$ cat src/rtl/udp_command_packet_deframer_core_assert.svh
// Assertion macros shared by the deframer modules.
// Each macro expects a clock named clk and a synchronous reset named rst.
`ifndef UDP_COMMAND_PACKET_DEFRAMER_CORE_ASSERT_SVH
`define UDP_COMMAND_PACKET_DEFRAMER_CORE_ASSERT_SVH

// Condition that must hold at every clock edge outside reset.
`define UCPD_ASSERT_HOLDS(label, expr, msg) \
  label: assert property (@(posedge clk) disable iff (rst) (expr)) else $error(msg);

// Condition that must hold in the cycle after the trigger.
`define UCPD_ASSERT_NEXT(label, ante, cons, msg) \
  label: assert property (@(posedge clk) disable iff (rst) (ante) |=> (cons)) else $error(msg);

`endif

$ cat src/rtl/ucpd_pkg.sv
// ----------------------------------------------------------------------------
// ucpd_pkg
// Types and constants shared by the datagram command deframer modules.
// ----------------------------------------------------------------------------
package ucpd_pkg;

  localparam int SIG_BYTES     = 4;
  localparam int HDR_BYTES     = 4;
  localparam int MIN_PKT_BYTES = 8;
  localparam int OFFSET_W      = 11;
  localparam int REMAIN_W      = 10;
  localparam int CFG_IDX_W     = 1;
  localparam int CFG_DATA_W    = 32;

  // Configuration register indexes
  localparam logic [CFG_IDX_W-1:0] CFG_SIGNATURE = 1'd0;
  localparam logic [CFG_IDX_W-1:0] CFG_MAX_CMDS  = 1'd1;

  localparam logic [31:0] SIGNATURE_RESET = 32'h4D49_4449;
  localparam logic [7:0]  MAX_CMDS_RESET  = 8'd255;

  // Result kinds
  localparam logic KIND_CMD = 1'b0;
  localparam logic KIND_END = 1'b1;

  // End-of-datagram status codes
  localparam logic [2:0] ST_OK        = 3'd0;
  localparam logic [2:0] ST_TOO_SHORT = 3'd1;
  localparam logic [2:0] ST_BAD_SIG   = 3'd2;
  localparam logic [2:0] ST_TRUNC_HDR = 3'd3;
  localparam logic [2:0] ST_TRUNC_PAY = 3'd4;
  localparam logic [2:0] ST_LIMIT     = 3'd5;
  localparam logic [2:0] ST_OVERSIZE  = 3'd6;

  typedef struct packed {
    logic [7:0] data_byte;
    logic       in_last;
  } in_item_t;

  typedef struct packed {
    logic                kind;
    logic [7:0]          command_code;
    logic [7:0]          payload_word_count;
    logic [7:0]          specific_one;
    logic [7:0]          specific_two;
    logic [OFFSET_W-1:0] payload_offset;
    logic [2:0]          status;
    logic [7:0]          command_count;
    logic                out_last;
  } out_item_t;

  // Results produced by one byte: a descriptor, a summary, or both in order
  typedef struct packed {
    logic      desc_en;
    logic      sum_en;
    out_item_t desc;
    out_item_t sum;
  } res_pair_t;

endpackage

$ cat src/rtl/ucpd_parser.sv
// ----------------------------------------------------------------------------
// ucpd_parser
// Per-datagram parse state and the single-pass byte step that produces the
// command descriptor and end summary for the byte in the input register.
// ----------------------------------------------------------------------------
module ucpd_parser #(
  parameter int MAX_PACKET_BYTES = 2048
) (
  input  logic               clk,
  input  logic               rst,
  input  logic               fire,
  input  ucpd_pkg::in_item_t item,
  input  logic [31:0]        expected_signature,
  input  logic [7:0]         max_commands,
  output ucpd_pkg::res_pair_t res
);

  localparam int POS_W = $clog2(MAX_PACKET_BYTES + 1);
  localparam int EXT_W = (POS_W + 1 > ucpd_pkg::OFFSET_W) ? POS_W + 1 : ucpd_pkg::OFFSET_W;

  typedef enum logic [1:0] {PH_SIG, PH_HDR, PH_PAY, PH_STOP} phase_t;

  phase_t                         phase, phase_next;
  logic [POS_W-1:0]               pos, pos_next;
  logic [31:0]                    shf, shf_next;
  logic [ucpd_pkg::OFFSET_W-1:0]  hold, hold_next;
  logic [ucpd_pkg::REMAIN_W-1:0]  rem, rem_next;
  logic [7:0]                     cnt, cnt_next;
  logic [2:0]                     why, why_next;

  logic [31:0]                    hdr_word;
  logic [31:0]                    cur_hdr;
  logic [EXT_W-1:0]               pos_ext;
  logic [ucpd_pkg::OFFSET_W-1:0]  cur_hold;
  logic [ucpd_pkg::REMAIN_W-1:0]  rem_step;
  logic                           start_hdr;
  logic                           desc_fire;
  logic [2:0]                     sum_status;
  logic [7:0]                     sum_count;

  assign hdr_word = {shf[23:0], item.data_byte};
  assign pos_ext  = EXT_W'(pos) + EXT_W'(1);
  assign cur_hdr  = (phase == PH_HDR) ? hdr_word : shf;
  assign cur_hold = (phase == PH_HDR) ? pos_ext[ucpd_pkg::OFFSET_W-1:0] : hold;

  // Step the parse state by one byte
  always_comb begin
    phase_next  = phase;
    shf_next    = shf;
    hold_next   = hold;
    rem_next    = rem;
    cnt_next    = cnt;
    why_next    = why;
    start_hdr   = 1'b0;
    desc_fire   = 1'b0;
    rem_step    = '0;

    if (phase == PH_STOP) begin
      if (why == ucpd_pkg::ST_OK) begin
        why_next = ucpd_pkg::ST_LIMIT;
      end
    end else if (pos >= POS_W'(MAX_PACKET_BYTES)) begin
      why_next   = ucpd_pkg::ST_OVERSIZE;
      phase_next = PH_STOP;
    end else if (phase == PH_SIG) begin
      shf_next = hdr_word;
      if (pos >= POS_W'(ucpd_pkg::SIG_BYTES - 1)) begin
        if (hdr_word != expected_signature) begin
          phase_next = PH_STOP;
          why_next   = ucpd_pkg::ST_BAD_SIG;
        end else begin
          start_hdr = 1'b1;
        end
      end
    end else if (phase == PH_HDR) begin
      shf_next = hdr_word;
      rem_step = rem + ucpd_pkg::REMAIN_W'(1);
      rem_next = rem_step;
      if (rem_step >= ucpd_pkg::REMAIN_W'(ucpd_pkg::HDR_BYTES)) begin
        hold_next = cur_hold;
        if (hdr_word[23:16] == 8'd0) begin
          desc_fire = 1'b1;
          cnt_next  = cnt + 8'd1;
          start_hdr = 1'b1;
        end else begin
          phase_next = PH_PAY;
          rem_next   = {hdr_word[23:16], 2'b00};
        end
      end
    end else begin
      rem_step = (rem != '0) ? rem - ucpd_pkg::REMAIN_W'(1) : rem;
      rem_next = rem_step;
      if (rem_step == '0) begin
        desc_fire = 1'b1;
        cnt_next  = cnt + 8'd1;
        start_hdr = 1'b1;
      end
    end

    // Open the next command header unless the limit is reached
    if (start_hdr) begin
      if (cnt_next >= max_commands) begin
        phase_next = PH_STOP;
      end else begin
        phase_next = PH_HDR;
        rem_next   = '0;
        shf_next   = '0;
      end
    end

    pos_next = (pos < POS_W'(MAX_PACKET_BYTES)) ? pos + POS_W'(1) : pos;
  end

  // Rank the end status
  always_comb begin
    sum_count = cnt_next;
    if (pos_next < POS_W'(ucpd_pkg::MIN_PKT_BYTES)) begin
      sum_status = ucpd_pkg::ST_TOO_SHORT;
      sum_count  = '0;
    end else if (why_next != ucpd_pkg::ST_OK) begin
      sum_status = why_next;
    end else if (phase_next == PH_HDR && rem_next != '0) begin
      sum_status = ucpd_pkg::ST_TRUNC_HDR;
    end else if (phase_next == PH_PAY) begin
      sum_status = ucpd_pkg::ST_TRUNC_PAY;
    end else if (phase_next == PH_SIG) begin
      sum_status = ucpd_pkg::ST_TOO_SHORT;
      sum_count  = '0;
    end else begin
      sum_status = ucpd_pkg::ST_OK;
    end
  end

  // Build the result items
  always_comb begin
    res.desc_en                 = desc_fire;
    res.sum_en                  = item.in_last;
    res.desc                    = '0;
    res.desc.kind               = ucpd_pkg::KIND_CMD;
    res.desc.command_code       = cur_hdr[31:24];
    res.desc.payload_word_count = cur_hdr[23:16];
    res.desc.specific_one       = cur_hdr[15:8];
    res.desc.specific_two       = cur_hdr[7:0];
    res.desc.payload_offset     = cur_hold;
    res.sum                     = '0;
    res.sum.kind                = ucpd_pkg::KIND_END;
    res.sum.status              = sum_status;
    res.sum.command_count       = sum_count;
    res.sum.out_last            = 1'b1;
  end

  // Hold parse state; clear it after the last byte
  always_ff @(posedge clk) begin
    if (rst || (fire && item.in_last)) begin
      phase <= PH_SIG;
      pos   <= '0;
      shf   <= '0;
      hold  <= '0;
      rem   <= '0;
      cnt   <= '0;
      why   <= ucpd_pkg::ST_OK;
    end else if (fire) begin
      phase <= phase_next;
      pos   <= pos_next;
      shf   <= shf_next;
      hold  <= hold_next;
      rem   <= rem_next;
      cnt   <= cnt_next;
      why   <= why_next;
    end
  end

`include "udp_command_packet_deframer_core_assert.svh"

  `UCPD_ASSERT_NEXT(a_clear_after_last, fire && item.in_last, pos == '0 && phase == PH_SIG && cnt == '0, "parse state not cleared after last byte")
  `UCPD_ASSERT_HOLDS(a_early_stop_reason, phase != PH_STOP || why == ucpd_pkg::ST_OK || why == ucpd_pkg::ST_BAD_SIG || why == ucpd_pkg::ST_LIMIT || why == ucpd_pkg::ST_OVERSIZE, "stopped with an impossible reason")

endmodule

$ cat src/rtl/ucpd_outq.sv
// ----------------------------------------------------------------------------
// ucpd_outq
// Two-entry result queue. Takes up to two results from one byte in order and
// drives the output channel from its head entry.
// ----------------------------------------------------------------------------
module ucpd_outq (
  input  logic                clk,
  input  logic                rst,
  input  logic                fire,
  input  ucpd_pkg::res_pair_t res,
  output logic [1:0]          room,
  output logic                out_valid,
  input  logic                out_ready,
  output ucpd_pkg::out_item_t out_item
);

  logic [1:0]          count, count_next;
  logic [1:0]          count_left;
  logic [1:0]          n_push;
  logic                pop;
  ucpd_pkg::out_item_t r0, r0_next;
  ucpd_pkg::out_item_t r1, r1_next;
  ucpd_pkg::out_item_t base0;
  ucpd_pkg::out_item_t first;

  assign pop       = out_valid && out_ready;
  assign room      = 2'd2 - count;
  assign out_valid = (count != 2'd0);
  assign out_item  = r0;

  // Shift on pop, then append the new results behind what is left
  always_comb begin
    n_push     = fire ? ({1'b0, res.desc_en} + {1'b0, res.sum_en}) : 2'd0;
    count_left = pop ? count - 2'd1 : count;
    base0      = pop ? r1 : r0;
    first      = res.desc_en ? res.desc : res.sum;
    r0_next    = base0;
    r1_next    = r1;
    case (count_left)
      2'd0: begin
        r0_next = first;
        r1_next = res.sum;
      end
      2'd1: begin
        r1_next = first;
      end
      default: begin
      end
    endcase
    count_next = count_left + n_push;
  end

  always_ff @(posedge clk) begin
    if (rst) begin
      count <= 2'd0;
    end else begin
      count <= count_next;
    end
  end

  always_ff @(posedge clk) begin
    r0 <= r0_next;
    r1 <= r1_next;
  end

`include "udp_command_packet_deframer_core_assert.svh"

  `UCPD_ASSERT_HOLDS(a_no_overflow, count_left + n_push <= 2'd2, "result queue overflow")

endmodule

$ cat src/rtl/udp_command_packet_deframer_core.sv
// Datagram command deframer. Bytes enter one per clock while the result
// queue has room, and each byte is processed while it is held in the input
// register; the sustained rate is one byte per clock unless results back up.
// A byte that ends a command or the datagram places its results in a
// two-entry result queue, and a byte waits in the input register only while
// that queue lacks room for the results it makes (the last byte that
// completes a command yields a descriptor and a summary). Bytes that make no
// result flow through even while the output is stalled. No clearing pass
// follows reset. Configuration writes are taken at once and must come while
// the block is idle.
// ----------------------------------------------------------------------------
// udp_command_packet_deframer_core
// Top level: input register, configuration registers, parser and result queue.
// ----------------------------------------------------------------------------
module udp_command_packet_deframer_core #(
  parameter int MAX_PACKET_BYTES = 2048
) (
  input  logic                                clk,
  input  logic                                rst,
  input  logic                                in_valid,
  output logic                                in_ready,
  input  ucpd_pkg::in_item_t                  in_item,
  output logic                                out_valid,
  input  logic                                out_ready,
  output ucpd_pkg::out_item_t                 out_item,
  input  logic                                cfg_wr_en,
  input  logic [ucpd_pkg::CFG_IDX_W-1:0]      cfg_index,
  input  logic [ucpd_pkg::CFG_DATA_W-1:0]     cfg_wr_data
);

  logic                in_v;
  ucpd_pkg::in_item_t  in_q;
  logic [31:0]         expected_signature;
  logic [7:0]          max_commands;
  ucpd_pkg::res_pair_t res;
  logic [1:0]          room;
  logic [1:0]          n_res;
  logic                fire;

  // Process the held byte when the queue can take all its results
  assign n_res    = {1'b0, res.desc_en} + {1'b0, res.sum_en};
  assign fire     = in_v && (n_res <= room);
  assign in_ready = !in_v || fire;

  always_ff @(posedge clk) begin
    if (rst) begin
      in_v <= 1'b0;
    end else if (in_ready) begin
      in_v <= in_valid;
    end
  end

  always_ff @(posedge clk) begin
    if (in_valid && in_ready) begin
      in_q <= in_item;
    end
  end

  // Write configuration registers
  always_ff @(posedge clk) begin
    if (rst) begin
      expected_signature <= ucpd_pkg::SIGNATURE_RESET;
      max_commands       <= ucpd_pkg::MAX_CMDS_RESET;
    end else if (cfg_wr_en) begin
      case (cfg_index)
        ucpd_pkg::CFG_SIGNATURE: expected_signature <= cfg_wr_data[31:0];
        ucpd_pkg::CFG_MAX_CMDS:  max_commands       <= cfg_wr_data[7:0];
        default: begin
        end
      endcase
    end
  end

  ucpd_parser #(
    .MAX_PACKET_BYTES(MAX_PACKET_BYTES)
  ) u_parser (
    .clk                (clk),
    .rst                (rst),
    .fire               (fire),
    .item               (in_q),
    .expected_signature (expected_signature),
    .max_commands       (max_commands),
    .res                (res)
  );

  ucpd_outq u_outq (
    .clk       (clk),
    .rst       (rst),
    .fire      (fire),
    .res       (res),
    .room      (room),
    .out_valid (out_valid),
    .out_ready (out_ready),
    .out_item  (out_item)
  );

`include "udp_command_packet_deframer_core_assert.svh"

  `UCPD_ASSERT_HOLDS(a_summary_marks_last, !out_valid || (out_item.kind == out_item.out_last), "out_last does not match result kind")
  `UCPD_ASSERT_HOLDS(a_desc_clean, !out_valid || out_item.kind == ucpd_pkg::KIND_END || (out_item.status == ucpd_pkg::ST_OK && out_item.command_count == 8'd0), "descriptor carries summary fields")

endmodule

$ cat config.mk
export PLATFORM = sky130hd
export DESIGN_NAME = udp_command_packet_deframer_core
export DESIGN_NICKNAME = d
export VERILOG_FILES = /design/src/rtl/ucpd_pkg.sv /design/src/rtl/ucpd_parser.sv /design/src/rtl/ucpd_outq.sv /design/src/rtl/udp_command_packet_deframer_core.sv
export VERILOG_INCLUDE_DIRS = /design/src /design/src/rtl
export SDC_FILE = /design/constraint.sdc
export NUM_CORES = 1
export LEC_CHECK = 0
export BUFFER_PORTS_ARGS = -buffer_cell sky130_fd_sc_hd__buf_2
export CORE_UTILIZATION = 60
export CTS_CLUSTER_SIZE = 30
export DETAILED_ROUTE_END_ITERATION = 7
export PLACE_DENSITY = 0.8
export SLEW_MARGIN = 20
export SYNTH_ARGS = -nofsm -noshare
export SYNTH_HDL_FRONTEND = slang
export SYNTH_SLANG_ARGS = --single-unit
$ cat constraint.sdc
create_clock -name clk -period 7.3 [get_ports clk]
set_input_delay 1.46 -clock clk [delete_from_list [all_inputs] [get_ports clk]]
set_output_delay 1.46 -clock clk [all_outputs]
set_load 0.02 [all_outputs]
Word level (Yosys, flattened, before mapping)
Cells that the tools add are included.
W data, S select, Z words.
Word-level totals
  bits in registers: 242
  input bits: 47
  output and inout port bits: 58
  word-level logic and storage cells: 148
Cells by class
  add/sub/neg operators: 9
  magnitude comparators: 7
  equality and inequality tests: 6
  mux-type cells: 68
  bitwise operators: 4
  reductions and logical operators: 23
Operator list (number)
  $mux W32: 6
  $mux W56: 3
  $pmux W56 S2: 1
  $mux W8: 12
  $mux W10: 9
  $ne A32 B32 Y1: 1
  $mux W3: 10
  $mux W2: 12
  $reduce_bool A10 Y1: 2
  $mux W1: 13
  $add A12 B1 Y12 const B: 1
  $ge A12 B12 Y1 const B: 1
  $ge A12 B2 Y1 const B: 1
  $lt A12 B12 Y1 const B: 1
  $lt A12 B4 Y1 const B: 1
  $mux W12: 1
  $add A11 B1 Y11 const B: 1
  $mux W11: 1
  $add A10 B1 Y10 const B: 1
  $ge A10 B3 Y1 const B: 1
  $logic_not A10 Y1: 1
  $sub A10 B1 Y10 const B: 1
  $add A8 B1 Y8 const B: 1
  $ge A8 B8 Y1: 1
  18 further kinds: 34

Logic depth before layout (Yosys ltp)
Gate-level depths: netlist of the first run.
  depth in word-level cells: 19
  mapped depth: 26
  mapped depth without buffers: 21

By module
Synthesis of the first run repeated with hierarchy kept, for this count alone.
Second synthesis, totals
  cells, all modules: 1425
  area, all modules: 14068.5 um^2
By module, submodules not included
  ucpd_parser: times used 1, cells each 847, area an instance 6530.0 um^2, sequential area each 1561.5 um^2
  ucpd_outq: times used 1, cells each 387, area an instance 5569.1 um^2, sequential area each 3403.3 um^2
  udp_command_packet_deframer_core: times used 1, cells each 191, area an instance 1969.4 um^2, sequential area each 1091.0 um^2

Worst setup path before layout of the first run
OpenSTA, ideal clock, no wires.
  kind: input port to flip-flop
  start: input port out_ready
  end: register u_outq.r0 (netlist bit u_outq.out_item[0]), enable pin
  library setup time: 0.414 ns
  data arrival time: 6.441 ns
  data required time: 6.886 ns
  path slack: 0.445 ns
  stages: 8
  buffers on the path: 3
  cell sequence: nand2_1 -> nor2_1 -> a21oi_1 -> nand2b_1 -> clkbuf_1 -> clkbuf_1 -> clkbuf_1 -> nand2_1
On the way
  longest elaborated chain between the ends: 4
RTL lines
  from (decl): line udp_command_packet_deframer_core.sv:24  | input logic out_ready,
  $logic_and A1 B1 Y1 (*): line ucpd_outq.sv:26  | assign pop = out_valid && out_ready;
  $mux W2: line ucpd_outq.sv:34  | count_left = pop ? count - 2'd1 : count;
  $logic_not A2 Y1: line ucpd_outq.sv:39  | case (count_left)
  $reduce_bool A2 Y1 (no line) (*)
  to (signal assigned): line ucpd_outq.sv:62  | r0 <= r0_next;
  to (decl): line ucpd_outq.sv:21  | ucpd_pkg::out_item_t r0, r0_next;
Every way passes the cells marked *; elsewhere a longest branch is shown, timed or not.
A chain may end at the register's enable or synchronous reset.

Worst setup path after layout of the first run
  start: register u_parser.rem[0] in the netlist's numbering
  end: output port in_ready
On the way
  longest elaborated chain between the ends: 12
  elaborated cells on any way between the ends: 16
  classes of those cells: 3 x add/sub; 2 x order compare; 7 x mux; 4 x reduce/logical
RTL lines
  from (decl): line ucpd_parser.sv:27  | logic [ucpd_pkg::REMAIN_W-1:0] rem, rem_next;
  from (signal assigned): line ucpd_parser.sv:167  | rem <= rem_next;
  parallel branches: the longest is 4 deep, another holds $add A10 B1 Y10
  $mux W1 (*): line ucpd_parser.sv:75  | end else if (phase == PH_HDR) begin
  $mux W1 (*): line ucpd_parser.sv:65  | end else if (phase == PH_SIG) begin
  $mux W1 (*): line ucpd_parser.sv:62  | end else if (pos >= POS_W'(MAX_PACKET_BYTES)) begin
  $mux W1 (*): line ucpd_parser.sv:58  | if (phase == PH_STOP) begin
  $add A1 B1 Y2 (*): line udp_command_packet_deframer_core.sv:41  | assign n_res = {1'b0, res.desc_en} + {1'b0, res.sum_en};
  $le A2 B2 Y1 (*): line udp_command_packet_deframer_core.sv:42  | assign fire = in_v && (n_res <= room);
  $logic_and A1 B1 Y1 (*): line udp_command_packet_deframer_core.sv:42
  $logic_or A1 B1 Y1 (*): line udp_command_packet_deframer_core.sv:43  | assign in_ready = !in_v || fire;
  to (decl): line udp_command_packet_deframer_core.sv:21  | output logic in_ready,
Mark *: on every way between the ends.

==> results.md, run 1 <==
- Net count, final: 1,328
- Rows: 50
- Clk_lat worst skew: 0.54 ns
- Slew Limit Fails: 0
- Die ar.: 20,200 um^2
- Port bufs: 104
- Fmax: 165 MHz
- Die X: 142 um
- Slowest cell delay on critical path: 0.69 ns
- Hold_buf cts: 0
- Commonest non-fill, non-tap cell in the layout: nand2_1
- # Max-Cap Violations: 0
- RSZ-0062 raised after global routing: no
- Final GP Congestion: 0.977
- Cell Area, Synth: 11,800 um^2
- Setup Skew: 0.0156 ns
- I/O Pins: 105
- Syn_area_per_cell: 9.68 um^2
- Initial Util: 0.621
- Final setup vio count: 0
- Vias per std cell: 6.07
- Post-synthesis cell type count: 67
- Synthesis-to-layout area growth: 11.2%
- Status: finished clean
- Worst-Margin Slew: 0.995 ns
- First-pass GRT wire length: 47,800 um
- Via count: 9,362
- Worst Setup Slack post-DPL: 1.31 ns
- Clk slew on worst S/H paths: 0.06 ns
- Seq pwr share: 0.396
- Clock Power Share: 0.245
- Critical path peak fanout: 18
- Design area: 13,100 um^2
- 1st-pass router iterations: 6
- Cell mode on critical path: ha_1
- Yosys reg bits: 240
- All-Layer GR Usage: 0.302
- Hold WS: 0.468 ns
- WL/cell: 19.5 um
- Combinational Power Share: 0.359
- Initial DRC count: 863
- Share of cells above drive strength 1: 0.144
- Inst Count DP: 1,496
- Internal reg-to-reg setup slack: 1.38 ns
- Antenna-violating nets left: 0
- Fin util: 0.690
- VDD IR max: 0.419 mV
- Period utilization: 0.832
- Design Power: 4.97 mW
- Worst slew margin: 0.335
- Syn Inst Count: 1,216
- Initial antenna violation count: 0
- Sw Pwr: 1.95 mW
- Number of synthesized flops with an enable pin: 119
- Post-synth ARST share: 0
- Element type at the critical path end: primary output
- Total gr overflow: 0
- Syn_nets: 1,281
- Cell Area, Placed: 12,300 um^2
- Number of sinks on the clock net: 240
- Fin. Hold Viols: 0
- Min Tclk post-route: 6.07 ns
- Hold Crit Class: register to register
- Routed WL: 30,000 um
- Most frequent cells in the layout: nand2_1, nor2_1, dfxtp_1
- Clock buffer count from CTS: 25
- Seq/Total Area, Yosys: 0.510
- Slowest stage cell, crit path: dfxtp_1
- Multi-input gate area: 5230 um^2
- FILL cells: 1,459
- Vias in the first global route: 8,926
- Clk buf depth: 3
- FF/Latch Area: 6000 um^2
- Setup crit start kind: register
- Cell Int Power: 3.03 mW
- Post-CTS Setup Inserts: 0
- Leakage: 5.20 nW
- Core area: 19,000 um^2
- Largest net degree at the start of global routing: 95
- Worst-path cell chain: ha_1 -> nand3_1 -> nor2_1 -> mux2i_1 -> nor3_1 -> buf_4 -> o31ai_1 -> nand2_1 -> inv_1 -> ha_1 -> ha_1 -> nor2b_1 -> o21ai_0 -> inv_1 -> nand2_1 -> buf_2
- Ant. Diodes: 0
- Primary FF master, synth: dfxtp_1
- Switching Share: 0.391
- YS warnings: 0
- Setup TNS: 0 ns
- WP data required: 5.84 ns
- Die Y: 142 um
- TritonCTS clock tree: yes
- CP Class: register to primary output
- Clock Root Buffer: clkbuf_16
- Post-route DRC: 0
- Final std cells w/o fill: 1,542
- Final worst-path setup slack: 1.23 ns
- Dpl hpwl: 20,300 um
- Pwr Density: 380 nW/um^2
- Post-CTS Resized: 0
- H-tree depth: 1
- Worst Path Arrival: 4.61 ns
==> power groups by stage <==
stage / Sequential (mW) / Clock, mW / Combinational (mW)
after floorplan: 2.13 / 0 / 1.14
after global placement: 1.98 / 0 / 1.73
after detailed placement: 1.99 / 0 / 1.76
after CTS: 1.97 / 1.23 / 1.77
after global routing: 2.00 / 1.28 / 1.93
final: 1.97 / 1.22 / 1.79
==> state kept, by name (all words and copies together) (netlist names), 8 cells and up <==
signal              count
in_q                    9
u_outq.out_item        55
expected_signature     32
u_outq.r1              55
u_parser.hold          11
u_parser.rem           10
u_parser.cnt            8
u_parser.pos           12
u_parser.shf           32
max_commands            8
==> cell type report <==
type	count	share of cell area
Tap cell	260	0.0249
Inverter	33	0.00947
Clock inverter	11	0.00708
Clock buffer	35	0.0530
Multi-Input combinational cell	845	0.400
Timing Repair Buffer	118	0.0478
Sequential cell	240	0.458
==> worst paths after layout <==
kind,startpoint,endpoint,cells past startpoint
max,u_parser.rem[0]$_SDFFE_PP0P_,in_ready,16
min,max_commands[7]$_SDFFE_PP1P_,max_commands[7]$_SDFFE_PP1P_,1
max reg2reg,u_parser.rem[0]$_SDFFE_PP0P_,u_parser.hold[2]$_SDFFE_PP0P_,18
min reg2reg,max_commands[7]$_SDFFE_PP1P_,max_commands[7]$_SDFFE_PP1P_,1
==> worst max-delay path, delay by kind of cell, from the launching register on <==
kind	cells	cell delay, ns
fa+ha+maj	3	0.75
flops	1	0.69
compound gates	2	0.55
buf+inv	4	0.64
simple gates	6	1.00
mux	1	0.44
==> logic make-up (layout without fill, tap and decap cells) <==
logic type,count (synthesis),in the layout,share of synthesized area
mux,43,43,0.0368
xor+xnor,71,71,0.0528
fa+ha+maj,18,18,0.0191
compound gates,263,263,0.153
buf+inv,131,197,0.0492
flops,240,240,0.510
simple gates,450,450,0.180
==> cells in the mapped netlist, types with 4 or more instances <==
cell      count  area [um^2]
xor2_1       13          114
a221oi_1      4         35.0
or4_1         5         37.5
o32ai_1       4         35.0
inv_1        33          124
nand3_1      18         90.1
buf_2         9         45.0
mux2i_1      41          410
xnor2_1      58          508
o21a_1        4         30.0
and3_1       20          125
dfxtp_1     121         2420
a211o_1      11         96.3
or3_1         6         37.5
nor2_1      121          454
o31ai_1      46          345
o21ai_0      41          205
nor2b_1      12         75.1
edfxtp_1    119         3570
ha_1         18          225
nand2_1     178          668
a31oi_1       9         56.3
a211oi_1      8         60.1
a21o_1        6         45.0
a21oi_1      70          350
nor4_1        7         43.8
nand3b_1     14          105
nand2b_1      8         50.1
nor3_1       15         75.1
a22o_1       32          280
buf_6         9          101
clkbuf_1     74          278
nand4_1      19          119
nor3b_1       8         60.1
==> layer usage <==
metal  vias up  track usage  wire [um]
met3        78       0.0448       2110
met5         -            0          0
met1      4443        0.418      13000
met2       428        0.479      13700
met4         0        0.120       1140
li1       4413            -          -
Power figures use the tool's default switching activity.
==> run 2: changes to the inputs <==
Clock period 7.3 ns to 6.3 ns, I/O delays scaled along.
==> results.md, run 2 (synthesized netlist as in run 1, its figures left out) <==
- Initial DRC count: 1,017
- Routed WL: 30,400 um
- Core area: 19,000 um^2
- Number of sinks on the clock net: 240
- Vias in the first global route: 8,813
- Clk buf depth: 3
- Hold path endpoint: max_commands[4]$_SDFFE_PP1P_
- Hold_sp: max_commands[4]$_SDFFE_PP1P_
- Worst Path Arrival: 4.64 ns
- Worst r2r path cells: 18
- Element type at the critical path end: primary output
- Status: finished clean
- Worst r2r src: u_parser.rem[0]$_SDFFE_PP0P_
- Rows: 50
- TritonCTS clock tree: yes
- Pwr Density: 437 nW/um^2
- Most frequent cells in the layout: nand2_1, nor2_1, dfxtp_1
- Antenna-violating nets left: 0
- Commonest non-fill, non-tap cell in the layout: nand2_1
- Setup TNS: 0 ns
- Initial Util: 0.621
- FILL cells: 1,464
- # Max-Cap Violations: 0
- Via count: 9,429
- Hold depth: 1
- Fin. Hold Viols: 0
- Slew Limit Fails: 0
- Net count, final: 1,339
- 1st-pass router iterations: 5
- Initial antenna violation count: 0
- VDD IR max: 0.461 mV
- WL/cell: 19.6 um
- Hold Crit Class: register to register
- First-pass GRT wire length: 47,900 um
- All-Layer GR Usage: 0.306
- Clock buffer count from CTS: 25
- Hold_buf cts: 0
- Worst-Margin Slew: 1.03 ns
- WP data required: 5.04 ns
- Largest net degree at the start of global routing: 96
- Internal reg-to-reg setup slack: 0.61 ns
- Setup Skew: 0.0127 ns
- Setup crit start kind: register
- Share of cells above drive strength 1: 0.149
- Worst Setup Slack post-DPL: 0.738 ns
- Port bufs: 104
- Post-route DRC: 0
- Worst slew margin: 0.316
- Vias per std cell: 6.08
- Die Y: 142 um
- Final setup vio count: 0
- Die ar.: 20,200 um^2
- Final GP Congestion: 0.989
- I/O Pins: 105
- Total gr overflow: 0
- Critical path peak fanout: 18
- Fmax: 170 MHz
- Clk_lat worst skew: 0.52 ns
- Period utilization: 0.936
- H-tree depth: 1
- Min Tclk post-route: 5.90 ns
- Clk slew on worst S/H paths: 0.06 ns
- CP Class: register to primary output
- Post-CTS Resized: 0
- Final worst-path setup slack: 0.402 ns
- Ant. Diodes: 0
- Clock Root Buffer: clkbuf_16
- RSZ-0062 raised after global routing: no
- Leakage: 5.24 nW
- Dpl hpwl: 20,800 um
- Post-CTS Setup Inserts: 0
- FF-to-FF End: u_parser.shf[13]$_SDFFE_PP0P_
- Die X: 142 um
- Synthesis-to-layout area growth: 11.7%
run 2: per-stage QoR:
stage               total power [mW]  area, um^2  hold slack, ns  std cells  utilization
global placement                4.34       12400           0.445       1507        0.653
global route                    6.02       13100           0.482       1552        0.693
detailed placement              4.36       12400           0.451       1507        0.653
CTS                             5.74       13100           0.465       1552        0.693
finish                          5.74       13100           0.459       1552        0.693
floorplan                       3.78       11800           0.435       1216            -
run 2: worst max-delay path by stage:
stage,slack (ns),startpoint,endpoint,cells after the start
global route,0.09,u_parser.rem[0]$_SDFFE_PP0P_,in_ready,17
detailed placement,0.74,u_parser.rem[0]$_SDFFE_PP0P_,u_parser.shf[20]$_SDFFE_PP0P_,18
floorplan,0.93,out_ready,u_outq.out_item[0]$_DFFE_PP_,8
CTS,0.46,u_parser.rem[0]$_SDFFE_PP0P_,in_ready,17
finish,0.40,u_parser.rem[0]$_SDFFE_PP0P_,in_ready,17
global placement,0.97,u_parser.rem[0]$_SDFFE_PP0P_,u_parser.shf[6]$_SDFFE_PP0P_,20
run 2: cell type report:
| type | instances | area (um^2) | share of cell area |
|---|---|---|---|
| Clock buffer | 34 | 669 | 0.0509 |
| Clock inverter | 11 | 83.8 | 0.00638 |
| Inverter | 33 | 124 | 0.00943 |
| Multi-Input combinational cell | 845 | 5220 | 0.397 |
| Sequential cell | 240 | 6000 | 0.456 |
| Tap cell | 260 | 325 | 0.0248 |
| Timing Repair Buffer | 129 | 721 | 0.0548 |
run 2: per-layer routing:
metal | up-vias | global-route usage | share of wire
met1 | 4512 | 0.416 | 0.42
met2 | 396 | 0.483 | 0.46
li1 | 4447 | - | -
met4 | 0 | 0.136 | 0.038
met5 | - | 0 | 0
met3 | 74 | 0.0505 | 0.073
run 2: critical path: stages, from the launching register on:
cell,delay [ns]
dfxtp_1,0.48
inv_1,0.12
ha_1,0.33
nor4b_4,0.49
a31oi_1,0.18
or3b_1,0.39
a21oi_2,0.26
nand4_1,0.19
o31ai_1,0.14
nand2_1,0.24
inv_1,0.13
ha_1,0.19
ha_1,0.24
nor2b_1,0.13
o21ai_0,0.24
inv_1,0.10
nand2_1,0.10
buf_2,0.17
run 2: power by group:
group	total (mW)	internal [mW]	switching [mW]
sequential	2.27	2.12	0.149
combinational	2.10	0.585	1.51
clock	1.37	0.784	0.588
total	5.74	3.49	2.25
==> run 3: changes to the inputs <==
Settings changed: CORE_MARGIN set to 2.
==> results.md, run 3 (synthesized netlist as in run 1, its figures left out) <==
- Rows: 51
- Routed WL: 30,500 um
- Final setup vio count: 0
- First-pass GRT wire length: 47,600 um
- Fmax: 170 MHz
- TritonCTS clock tree: yes
- Worst-Margin Slew: 1.05 ns
- Share of cells above drive strength 1: 0.151
- Pwr Density: 440 nW/um^2
- Hold_buf cts: 0
- Setup TNS: 0 ns
- Clk buf depth: 3
- All-Layer GR Usage: 0.294
- Worst r2r path cells: 18
- Worst Path Arrival: 4.61 ns
- Design Power: 5.81 mW
- Min Tclk post-route: 5.87 ns
- Largest net degree at the start of global routing: 96
- Synthesis-to-layout area growth: 12.2%
- Antenna-violating nets left: 0
- Via count: 9,416
- RSZ-0062 raised after global routing: no
- Clock buffer count from CTS: 25
- Clock Root Buffer: clkbuf_16
- FILL cells: 1,491
- Cell Int Power: 3.57 mW
- Die ar.: 20,700 um^2
- Vias in the first global route: 8,814
- Slew Limit Fails: 0
- Critical path peak fanout: 14
- Post-route DRC: 0
- Die X: 144 um
- Port bufs: 104
- Most frequent cells in the layout: nand2_1, nor2_1, dfxtp_1
- Seq pwr share: 0.391
- Clock Power Share: 0.253
- Cell Area, Placed: 12,400 um^2
- Hold depth: 1
- WP data required: 5.04 ns
- Combinational Power Share: 0.356
- Initial antenna violation count: 0
- Ant. Diodes: 0
- Clk_lat worst skew: 0.51 ns
- Die Y: 144 um
- Total gr overflow: 0
- Period utilization: 0.932
- Vias per std cell: 6.05
- Slowest stage cell, crit path: a211oi_1
- Net count, final: 1,338
- Design area: 13,200 um^2
- Commonest non-fill, non-tap cell in the layout: nand2_1
- Worst Path Buf+Inv: 3
- Internal reg-to-reg setup slack: 0.82 ns
- Worst Setup Slack post-DPL: 0.586 ns
- Core area: 19,300 um^2
- WL/cell: 19.6 um
- Final worst-path setup slack: 0.429 ns
- 1st-pass router iterations: 6
- Fin util: 0.683
- Switching Share: 0.386
- Hold Crit Class: register to register
- CP Class: register to primary output
- Sw Pwr: 2.24 mW
- VDD IR max: 0.297 mV
- Worst-path cell chain: or3_1 -> nor3_2 -> a211oi_1 -> xnor2_1 -> nand4_1 -> o31ai_1 -> nand2_1 -> inv_1 -> ha_1 -> ha_1 -> nor2b_1 -> o21ai_0 -> inv_1 -> nand2_1 -> buf_2
- Fin. Hold Viols: 0
- Post-CTS Resized: 0
- Setup Skew: 0.00944 ns
- Number of cells on the critical path: 15
- Initial Util: 0.609
- Element type at the critical path end: primary output
- Initial DRC count: 982
- # Max-Cap Violations: 0
- Setup crit start kind: register
- I/O Pins: 105
- Slowest cell delay on critical path: 0.73 ns
- Post-CTS Setup Inserts: 0
- Dpl hpwl: 21,400 um
- Clk slew on worst S/H paths: 0.06 ns
- Final GP Congestion: 1.02
- Number of sinks on the clock net: 240
- Leakage: 5.26 nW
- H-tree depth: 1
- Cell family with most CP delay: compound AO/OA/AOI/OAI gates
- Worst slew margin: 0.301
- Status: finished clean
==> run 3: layout make-up <==
cell class,instances,area [um^2],share of cell area
multi-input combinational,845,5230,0.396
sequential,240,6000,0.454
tap,265,332,0.0251
inverter,33,124,0.00938
clock buffer,36,718,0.0544
clock inverter,10,105,0.00796
timing repair buffer,128,701,0.0531
==> run 3: power by group through the flow <==
stage                     combinational, mW  sequential (mW)  clock (mW)
after detailed placement               2.04             2.30           0
after floorplan                        1.32             2.46           0
after CTS                              2.06             2.27        1.48
final                                  2.07             2.27        1.47
after global placement                 2.03             2.29           0
after global routing                   2.26             2.31        1.54
==> run 3: worst paths after layout <==
| kind | startpoint | end |
|---|---|---|
| hold / removal | max_commands[3]$_SDFFE_PP1P_ | max_commands[3]$_SDFFE_PP1P_ |
| setup / recovery | u_parser.rem[5]$_SDFFE_PP0P_ | in_ready |
| setup reg to reg | u_parser.rem[3]$_SDFFE_PP0P_ | u_parser.shf[7]$_SDFFE_PP0P_ |
| hold reg to reg | max_commands[3]$_SDFFE_PP1P_ | max_commands[3]$_SDFFE_PP1P_ |
==> run 3: metal layers <==
| metal | global-route usage | routed length, um | up-vias |
|---|---|---|---|
| met5 | 0 | 0 | - |
| li1 | - | - | 4448 |
| met2 | 0.478 | 14400 | 364 |
| met3 | 0.0334 | 1950 | 69 |
| met1 | 0.405 | 13000 | 4535 |
| met4 | 0.114 | 1170 | 0 |
==> run 3: metrics by stage <==
step | cells | hold WS [ns]
2_1_floorplan | 1216 | 0.435
3_5_place_dp | 1511 | 0.453
4_1_cts | 1557 | 0.467
6_report | 1557 | 0.462
5_1_grt | 1557 | 0.474
3_3_place_gp | 1511 | 0.446
